`src/rtl/core/twac_pkg.sv`:
```
// Shared types and constants for the three-axis window average capture block.
package twac_pkg;

    localparam int AXES     = 3;
    localparam int ACT_W    = 3;
    localparam int ORIENT_W = 3;
    localparam int WS_W     = 9;
    localparam logic [WS_W-1:0] WS_RESET = 9'd100;

    localparam logic [ACT_W-1:0] ACT_SAMPLE = 3'd0;
    localparam logic [ACT_W-1:0] ACT_START  = 3'd1;
    localparam logic [ACT_W-1:0] ACT_STOP   = 3'd2;
    localparam logic [ACT_W-1:0] ACT_GRAB   = 3'd3;
    localparam logic [ACT_W-1:0] ACT_CLEAR  = 3'd4;
    localparam logic [ACT_W-1:0] ACT_READ   = 3'd5;

    localparam int QDEPTH = 2;
    localparam int QPW    = 1;
    localparam int QCW    = 2;

    typedef enum logic [2:0] {
        OP_SAMPLE,
        OP_START,
        OP_STOP,
        OP_GRAB,
        OP_CLEAR,
        OP_READ,
        OP_NOP
    } op_t;

    typedef struct packed {
        op_t                 op;
        logic [ORIENT_W-1:0] orient;
        logic                orient_ok;
    } cmd_t;

    typedef struct packed {
        logic valid;
        cmd_t cmd;
    } head_t;

    typedef enum logic [1:0] {
        BK_IDLE,
        BK_UPDATE,
        BK_DSTART,
        BK_DWAIT
    } bk_state_t;

endpackage

```
`src/rtl/core/twac_if.sv`:
```
// Channel interfaces: command input, result output and window size write.
interface twac_in_if #(parameter int SAMPLE_BITS = 16);
    logic                                 valid;
    logic                                 ready;
    logic [twac_pkg::ACT_W-1:0]           action;
    logic signed [SAMPLE_BITS-1:0]        sample_x;
    logic signed [SAMPLE_BITS-1:0]        sample_y;
    logic signed [SAMPLE_BITS-1:0]        sample_z;
    logic [twac_pkg::ORIENT_W-1:0]        orientation;

    modport source (output valid, action, sample_x, sample_y, sample_z, orientation,
                    input ready);
    modport sink   (input valid, action, sample_x, sample_y, sample_z, orientation,
                    output ready);
endinterface


```
`src/rtl/core/twac_front.sv`:
```
// Front end: command acceptance, action decode and two-entry command queue.
module twac_front #(
    parameter int SAMPLE_BITS = 16,
    parameter int NUM_COLUMNS = 6
) (
    input  logic                                   clk,
    input  logic                                   rst_n,
    twac_in_if.sink                                cmd,
    input  logic                                   pop,
    output twac_pkg::head_t                        head,
    output logic [twac_pkg::AXES*SAMPLE_BITS-1:0]  head_smp
);

    localparam int VW = twac_pkg::AXES * SAMPLE_BITS;

    twac_pkg::cmd_t                  dec;
    twac_pkg::cmd_t                  q_cmd_reg [twac_pkg::QDEPTH];
    logic [VW-1:0]                   q_smp_reg [twac_pkg::QDEPTH];
    logic [twac_pkg::QPW-1:0]        wr_ptr_reg;
    logic [twac_pkg::QPW-1:0]        rd_ptr_reg;
    logic [twac_pkg::QCW-1:0]        cnt_reg;
    logic                            push;

    always_comb
    begin
        dec.orient    = cmd.orientation;
        dec.orient_ok = int'(cmd.orientation) < NUM_COLUMNS;
        case (cmd.action)
            twac_pkg::ACT_SAMPLE: dec.op = twac_pkg::OP_SAMPLE;
            twac_pkg::ACT_START:  dec.op = twac_pkg::OP_START;
            twac_pkg::ACT_STOP:   dec.op = twac_pkg::OP_STOP;
            twac_pkg::ACT_GRAB:   dec.op = twac_pkg::OP_GRAB;
            twac_pkg::ACT_CLEAR:  dec.op = twac_pkg::OP_CLEAR;
            twac_pkg::ACT_READ:   dec.op = twac_pkg::OP_READ;
            default:              dec.op = twac_pkg::OP_NOP;
        endcase
    end

    assign cmd.ready = (cnt_reg != twac_pkg::QCW'(twac_pkg::QDEPTH));
    assign push      = cmd.valid && cmd.ready;

    assign head.valid = (cnt_reg != '0);
    assign head.cmd   = q_cmd_reg[rd_ptr_reg];
    assign head_smp   = q_smp_reg[rd_ptr_reg];

    always_ff @(posedge clk or negedge rst_n)
    begin
        if (!rst_n)
        begin
            wr_ptr_reg <= '0;
            rd_ptr_reg <= '0;
            cnt_reg    <= '0;
        end
        else
        begin
            if (push)
            begin
                wr_ptr_reg <= wr_ptr_reg + twac_pkg::QPW'(1);
            end
            if (pop)
            begin
                rd_ptr_reg <= rd_ptr_reg + twac_pkg::QPW'(1);
            end
            if (push && !pop)
            begin
                cnt_reg <= cnt_reg + twac_pkg::QCW'(1);
            end
            else if (pop && !push)
            begin
                cnt_reg <= cnt_reg - twac_pkg::QCW'(1);
            end
        end
    end

    always_ff @(posedge clk)
    begin
        if (push)
        begin
            q_cmd_reg[wr_ptr_reg] <= dec;
            q_smp_reg[wr_ptr_reg] <= {cmd.sample_x, cmd.sample_y, cmd.sample_z};
        end
    end

endmodule

```
`src/flat_wrapper.sv`:
```
// flat-port wrapper written by rule: the top's interface ports become plain ports
module twac_front_flat 
#(
    parameter int SAMPLE_BITS = 16,
    parameter int NUM_COLUMNS = 6
)
  (clk, rst_n, pop, head, head_smp, cmd_valid, cmd_action, cmd_sample_x, cmd_sample_y, cmd_sample_z, cmd_orientation, cmd_ready);
  twac_in_if #(.SAMPLE_BITS(SAMPLE_BITS)) cmd_i ();
  input  logic clk;
  input  logic rst_n;
  input  logic pop;
  output twac_pkg::head_t head;
  output logic [twac_pkg::AXES*SAMPLE_BITS-1:0] head_smp;
  input wire logic [$bits(cmd_i.valid)-1:0] cmd_valid;
  input wire logic [$bits(cmd_i.action)-1:0] cmd_action;
  input wire logic [$bits(cmd_i.sample_x)-1:0] cmd_sample_x;
  input wire logic [$bits(cmd_i.sample_y)-1:0] cmd_sample_y;
  input wire logic [$bits(cmd_i.sample_z)-1:0] cmd_sample_z;
  input wire logic [$bits(cmd_i.orientation)-1:0] cmd_orientation;
  output wire logic [$bits(cmd_i.ready)-1:0] cmd_ready;
  assign cmd_i.valid = cmd_valid;
  assign cmd_i.action = cmd_action;
  assign cmd_i.sample_x = cmd_sample_x;
  assign cmd_i.sample_y = cmd_sample_y;
  assign cmd_i.sample_z = cmd_sample_z;
  assign cmd_i.orientation = cmd_orientation;
  assign cmd_ready = cmd_i.ready;
  twac_front #(.SAMPLE_BITS(SAMPLE_BITS), .NUM_COLUMNS(NUM_COLUMNS)) u_core (.clk(clk), .rst_n(rst_n), .cmd(cmd_i), .pop(pop), .head(head), .head_smp(head_smp));
endmodule
```
`config.mk`:
```
export PLATFORM = sky130hd
export DESIGN_NAME = twac_front_flat
export DESIGN_NICKNAME = d
export VERILOG_FILES = /design/src/rtl/core/twac_pkg.sv /design/src/rtl/core/twac_if.sv /design/src/rtl/core/twac_front.sv /design/src/flat_wrapper.sv
export SDC_FILE = /design/constraint.sdc
export NUM_CORES = 1
export LEC_CHECK = 0
export BUFFER_PORTS_ARGS = -buffer_cell sky130_fd_sc_hd__buf_2
export CAP_MARGIN = 15
export CORE_ASPECT_RATIO = 0.75
export CORE_MARGIN = 1.5
export CORE_UTILIZATION = 40
export CTS_BUF_LIST = sky130_fd_sc_hd__clkbuf_4 sky130_fd_sc_hd__clkbuf_8
export DETAILED_ROUTE_END_ITERATION = 8
export GPL_TIMING_DRIVEN = 0
export PLACE_DENSITY = 0.7
export SLEW_MARGIN = 20
export SYNTH_ARGS = -nofsm -noshare
export SYNTH_HDL_FRONTEND = slang
export SYNTH_SLANG_ARGS = --single-unit
```
`constraint.sdc`:
```
create_clock -name clk -period 10.15 [get_ports clk]
set_input_delay 1.015 -clock clk [delete_from_list [all_inputs] [get_ports clk]]
set_output_delay 1.015 -clock clk [all_outputs]
set_load 0.03 [all_outputs]
```
==> After elaboration in Yosys (flattened, before gate mapping) <==
Memory sizes are Yosys's and may differ from the RTL's.
Index checks and enable logic that the tools add are counted.
{ "word_totals": {"elab_cells": 29, "ff_bits": 4, "ram_bits": 110, "mem_count": 2} }
{ "classes": {"muxes": 5, "reduce_logical": 8, "n_addsub": 4, "magnitude_cmp": 1, "n_eq_ne": 6} }
{ "memory_table": {"columns": ["memory", "words", "width", "rd", "rd_ports_with_merged_regs", "write_ports", "line", "source"], "rows": [
  ["u_core.q_smp_reg", 2, 48, 1, 0, 1, "twac_front.sv:18", "logic [VW-1:0] q_smp_reg [twac_pkg::QDEPTH];"],
  ["u_core.q_cmd_reg", 2, 7, 1, 0, 1, "twac_front.sv:17", "twac_pkg::cmd_t q_cmd_reg [twac_pkg::QDEPTH];"]
]} }
{ "op_table": {"columns": ["op", "n"], "rows": [
  ["case mux 3 bit (6 select lines)", 1],
  ["equality test 3 x 2 -> 1 bit, second input constant", 2],
  ["equality test 3 bit, second input constant", 2],
  ["2-to-1 mux 2 bit", 2],
  ["nonzero test 2 bit", 2],
  ["equality test 3 x 1 -> 1 bit, second input constant", 1],
  ["logical AND 1 bit", 3],
  ["logical NOT 3 bit", 1],
  ["less-than comparator 3 bit, second input constant", 1],
  ["adder 1 bit, second input constant", 2],
  ["adder 2 x 1 -> 2 bit, second input constant", 1],
  ["logical NOT 1 bit", 2],
  ["2-to-1 mux 1 bit", 2],
  ["inequality test 2 bit, second input constant", 1],
  ["subtractor 2 x 1 -> 2 bit, second input constant", 1]
]} }

==> Logic depth before layout (Yosys ltp) <==
{ "depth": {"ltp_word": 6, "mapped_depth": 7, "mapped_depth_nobuf": 7} }

==> Worst setup path after synthesis <==
Ideal clock, no wire load.
{ "synth_timing": {"kind": "input-to-reg", "start": "input port cmd_valid", "end": "memory u_core.q_cmd_reg[0][0] (netlist bit) (enable)", "slack_ns": 6.261, "cell_stages": 2, "setup_ns": 0.468, "arrival_time_ns": 3.421, "required_time_ns": 9.682, "path_cell_list": "nand2_1 -> nor2_1"} }
{ "synth_via": {"elab_chain_cells": 3} }
{ "synth_lines": {"columns": ["element", "line", "source"], "rows": [
  ["start: declaration", "flat_wrapper.sv:14", "input wire logic [$bits(cmd_i.valid)-1:0] cmd_valid;"],
  ["logical AND 1 bit", "twac_front.sv:40", "assign push = cmd.valid && cmd.ready;"],
  ["2-to-1 mux 1 bit", "twac_front.sv:77", "if (push)"],
  ["2-to-1 mux 1 bit (implied by the code)", "twac_front.sv:79", "q_cmd_reg[wr_ptr_reg] <= dec;"],
  ["end: declaration", "twac_front.sv:17", null]
]} }
Every way passes these cells.

==> Final worst setup path <==
{ "layout_timing": {"start": "register u_core.rd_ptr_reg", "end": "output port head_smp[46] (netlist bit)"} }
{ "layout_via": {"elab_chain_cells": 1} }
{ "layout_lines": {"columns": ["element", "line", "source"], "rows": [
  ["start: declaration", "twac_front.sv:20", "logic [twac_pkg::QPW-1:0] rd_ptr_reg;"],
  ["start signal: assignment", "twac_front.sv:62", "rd_ptr_reg <= rd_ptr_reg + twac_pkg::QPW'(1);"],
  ["memory (2 x 48 bit)", null, null],
  ["end: declaration", "flat_wrapper.sv:13", "output logic [twac_pkg::AXES*SAMPLE_BITS-1:0] head_smp;"]
]} }
Every way passes these cells.

==> qor.yml <==
outcome:
  outcome: "completed"
timing:
  clock_skew_ns: 0.00658
  setup_violations: 0
  hold_slack_ns: 0.406
  period_needed_ns: 2.65
  tightest_slew_ns: 0.378
  fin_crit_sh_pct: 26.1
  relSlewSlack_pct: 74.8
  rsz0062_at_grt: "no"
  hold_viol: 0
  fmax_mhz: 378
  slew_viol_final: 0
  tns_ns: 0
grt:
  grtUsageTotal_pct: 13.5
  grt_pass1_wl_um: 11300
  gr-total-overflow: 0
  antenna_found_initial: 0
  grt_max_degree: 32
  globalRoute.busiestLayer: "met2"
  globalRouteMet2Util_pct: 21.8
  grt_pass1_vias: 2298
  use_met3_pct: 7.01
  use_met1_pct: 16.1
yosys:
  synthSimpleGateAreaFrac_pct: 0.777
  muxShareOfSynthArea_pct: 17.7
  syn_area_per_cell_um2: 22.5
  yosysSeqAreaShare_pct: 78.3
  synth_top_family_by_area: "multiplexers"
  synth.cell_area_um2: 4350
  synthXorXnorAreaFrac_pct: 1.01
  synth_fp_nets: 252
  synthAdderAreaFrac_pct: 0.288
  synth-seq-cells: 114
  yosysWarnings: 0
  netlist_instances: 193
  synth-compound-area-share_pct: 0.173
  yosysUniqueCellTypes: 17
clock_network:
  clockRootBuffer: "clkbuf_8"
  h-tree-depth: 4
  cts_buffers: 17
  clock_latency_ns: 0.40
  cts_tree: "done"
  ctsHoldBuffers: 0
  cts_sinks: 114
  cts_setup_buffers: 0
  cts-resized-gates: 0
  clockBufferDepth: 2
  clk_pin_slew_worst_paths_ns: 0.06
critical_path:
  critPathCaptureType: "output pin"
  cpPeakStageDelay_ns: 0.35
  crit_buf_inv: 3
  cp_slowest_cell: "dfrtp_1"
  crit_top_cell: "buf_6"
  cp_max_fo: 10
  crit_type: "register to output pin"
  cp-start-kind: "register"
  path_delay_family: "buffers and inverters"
  required_ns: 9.14
  path_cells: "buf_6 > buf_6 > mux2_4 > buf_2"
  critical_path_arrival_ns: 1.63
drt:
  ant_nets: 0
  num_vias: 2199
  avgViaCountPerCell: 4.61
  avgRoutedWirePerCell_um: 15.2
  drc_errors: 0
  drt_iter0_drc: 138
  firstDrtPassIters: 4
  wirelength_um: 7270
pwr:
  power_frac_clock_pct: 23.4
  power_frac_seq_pct: 38.0
  p_leak_uw: 0.00223
  internal_power_uw: 1170
  powerDensity_nw_per_um2: 319
  ir_worst_vdd_uv: 181
  pwr-share-comb_pct: 38.7
  power.switching_uw: 600
  swShare_pct: 33.9
job:
  drv_cap: 0
die:
  die_y_um: 93.3
  design.die.area_um2: 11500
  io_pins: 115
  core_um2: 10400
  dieWidth_um: 123
  start_util_pct: 41.8
  rows: 32
layout:
  mostFrequentLayoutCells: "115 x buf_2, 110 x edfxtp_1, 40 x mux2_4"
  num_antenna_cells: 0
  area_delta_synth_final_pct: 27.9
  nFillCells: 872
  multi_input_area_um2: 880
  drive_gt1_share_pct: 61.3
  regArea_um2: 3400
  layout_commonest_cell: "buf_2"
  largest_reg_flops: 96
  fin_nets: 388
place:
  finalWeightedCongestion: 0.644
  dp_hpwl_um: 5020
  port_buffers: 114
worst_hold_path:
  hold_path.class: "input pin to asynchronous set/reset pin"
[power groups by stage]
stage | Sequential, uW | Combinational (uW) | Clock [uW]
floorplan | 681 | 514 | 0
global route | 682 | 730 | 447
CTS | 674 | 698 | 426
detailed placement | 683 | 696 | 0
finish | 672 | 685 | 414
global placement | 689 | 668 | 0
[worst register-to-register path: cells and delay by family, from the launching register on]
family / cells / cell delay (ns)
and+or+nand+nor: 3 / 0.68
buffers and inverters: 2 / 0.42
DFF: 1 / 0.41
[logic make-up (layout without fill, tap and decap cells)]
group / count (synthesis) / after routing
AOI/OAI and AO/OA: 1 / 1
buffers and inverters: 10 / 158
adders and majority gates: 1 / 1
and+or+nand+nor: 7 / 7
xor gates and xnor gates: 5 / 5
DFF: 114 / 114
muxes: 55 / 55
[cells in the mapped netlist, drive strengths merged]
library cell,instances,share of area [%]
edfxtp,110,76
nand2b,1,0.14
xor2,3,0.60
dfrtp,4,2.3
and3,1,0.14
nor2,2,0.17
mux2,55,18
clkbuf,2,0.17
a21boi,1,0.17
or2,1,0.14
nand2,2,0.17
buf,6,1.4
xnor2,2,0.40
ha,1,0.29
inv,2,0.17
[through the flow]
step | std cells | power (uW) | setup slack (ns) | util, % | instance area [um^2]
3_5_place_dp | 446 | 1380 | 7.81 | 49.6 | 5170
5_1_grt | 477 | 1860 | 7.39 | 53.4 | 5560
2_1_floorplan | 193 | 1200 | 6.26 | - | 4350
4_1_cts | 477 | 1800 | 7.45 | 53.4 | 5560
3_3_place_gp | 443 | 1360 | 4.83 | 48.9 | 5090
6_report | 477 | 1770 | 7.50 | 53.4 | 5560
[final timing paths]
path | from | to | slack (ns) | cells after the start
hold reg to reg | u_core.cnt_reg[1] | u_core.cnt_reg[1] | 0.49 | 1
setup / recovery | u_core.rd_ptr_reg | head_smp[46] | 7.50 | 4
hold / removal | rst_n | u_core.wr_ptr_reg | 0.41 | 1
setup reg to reg | u_core.cnt_reg[0] | u_core.q_cmd_reg[0][0] | 8.33 | 5
min in group clk | u_core.cnt_reg[1] | u_core.cnt_reg[1] | 0.49 | 1
max in group asynchronous | rst_n | u_core.rd_ptr_reg | 9.62 | 1
[routing by layer]
layer	vias to the layer above	share of wire [%]
met5	-	0
met4	0	0.78
met3	6	8.9
met2	89	48
met1	1078	42
li1	1026	-
[cell type report]
| class | count | share of cell area [%] |
|---|---|---|
| buffer | 8 | 1.24 |
| multi-input combinational | 69 | 15.8 |
| timing repair buffer | 117 | 11.5 |
| inverter | 2 | 0.135 |
| tap | 136 | 3.06 |
| sequential | 114 | 61.2 |
| clock inverter | 8 | 2.00 |
| clock buffer | 23 | 5.02 |
(Power assumes the default switching activity.)
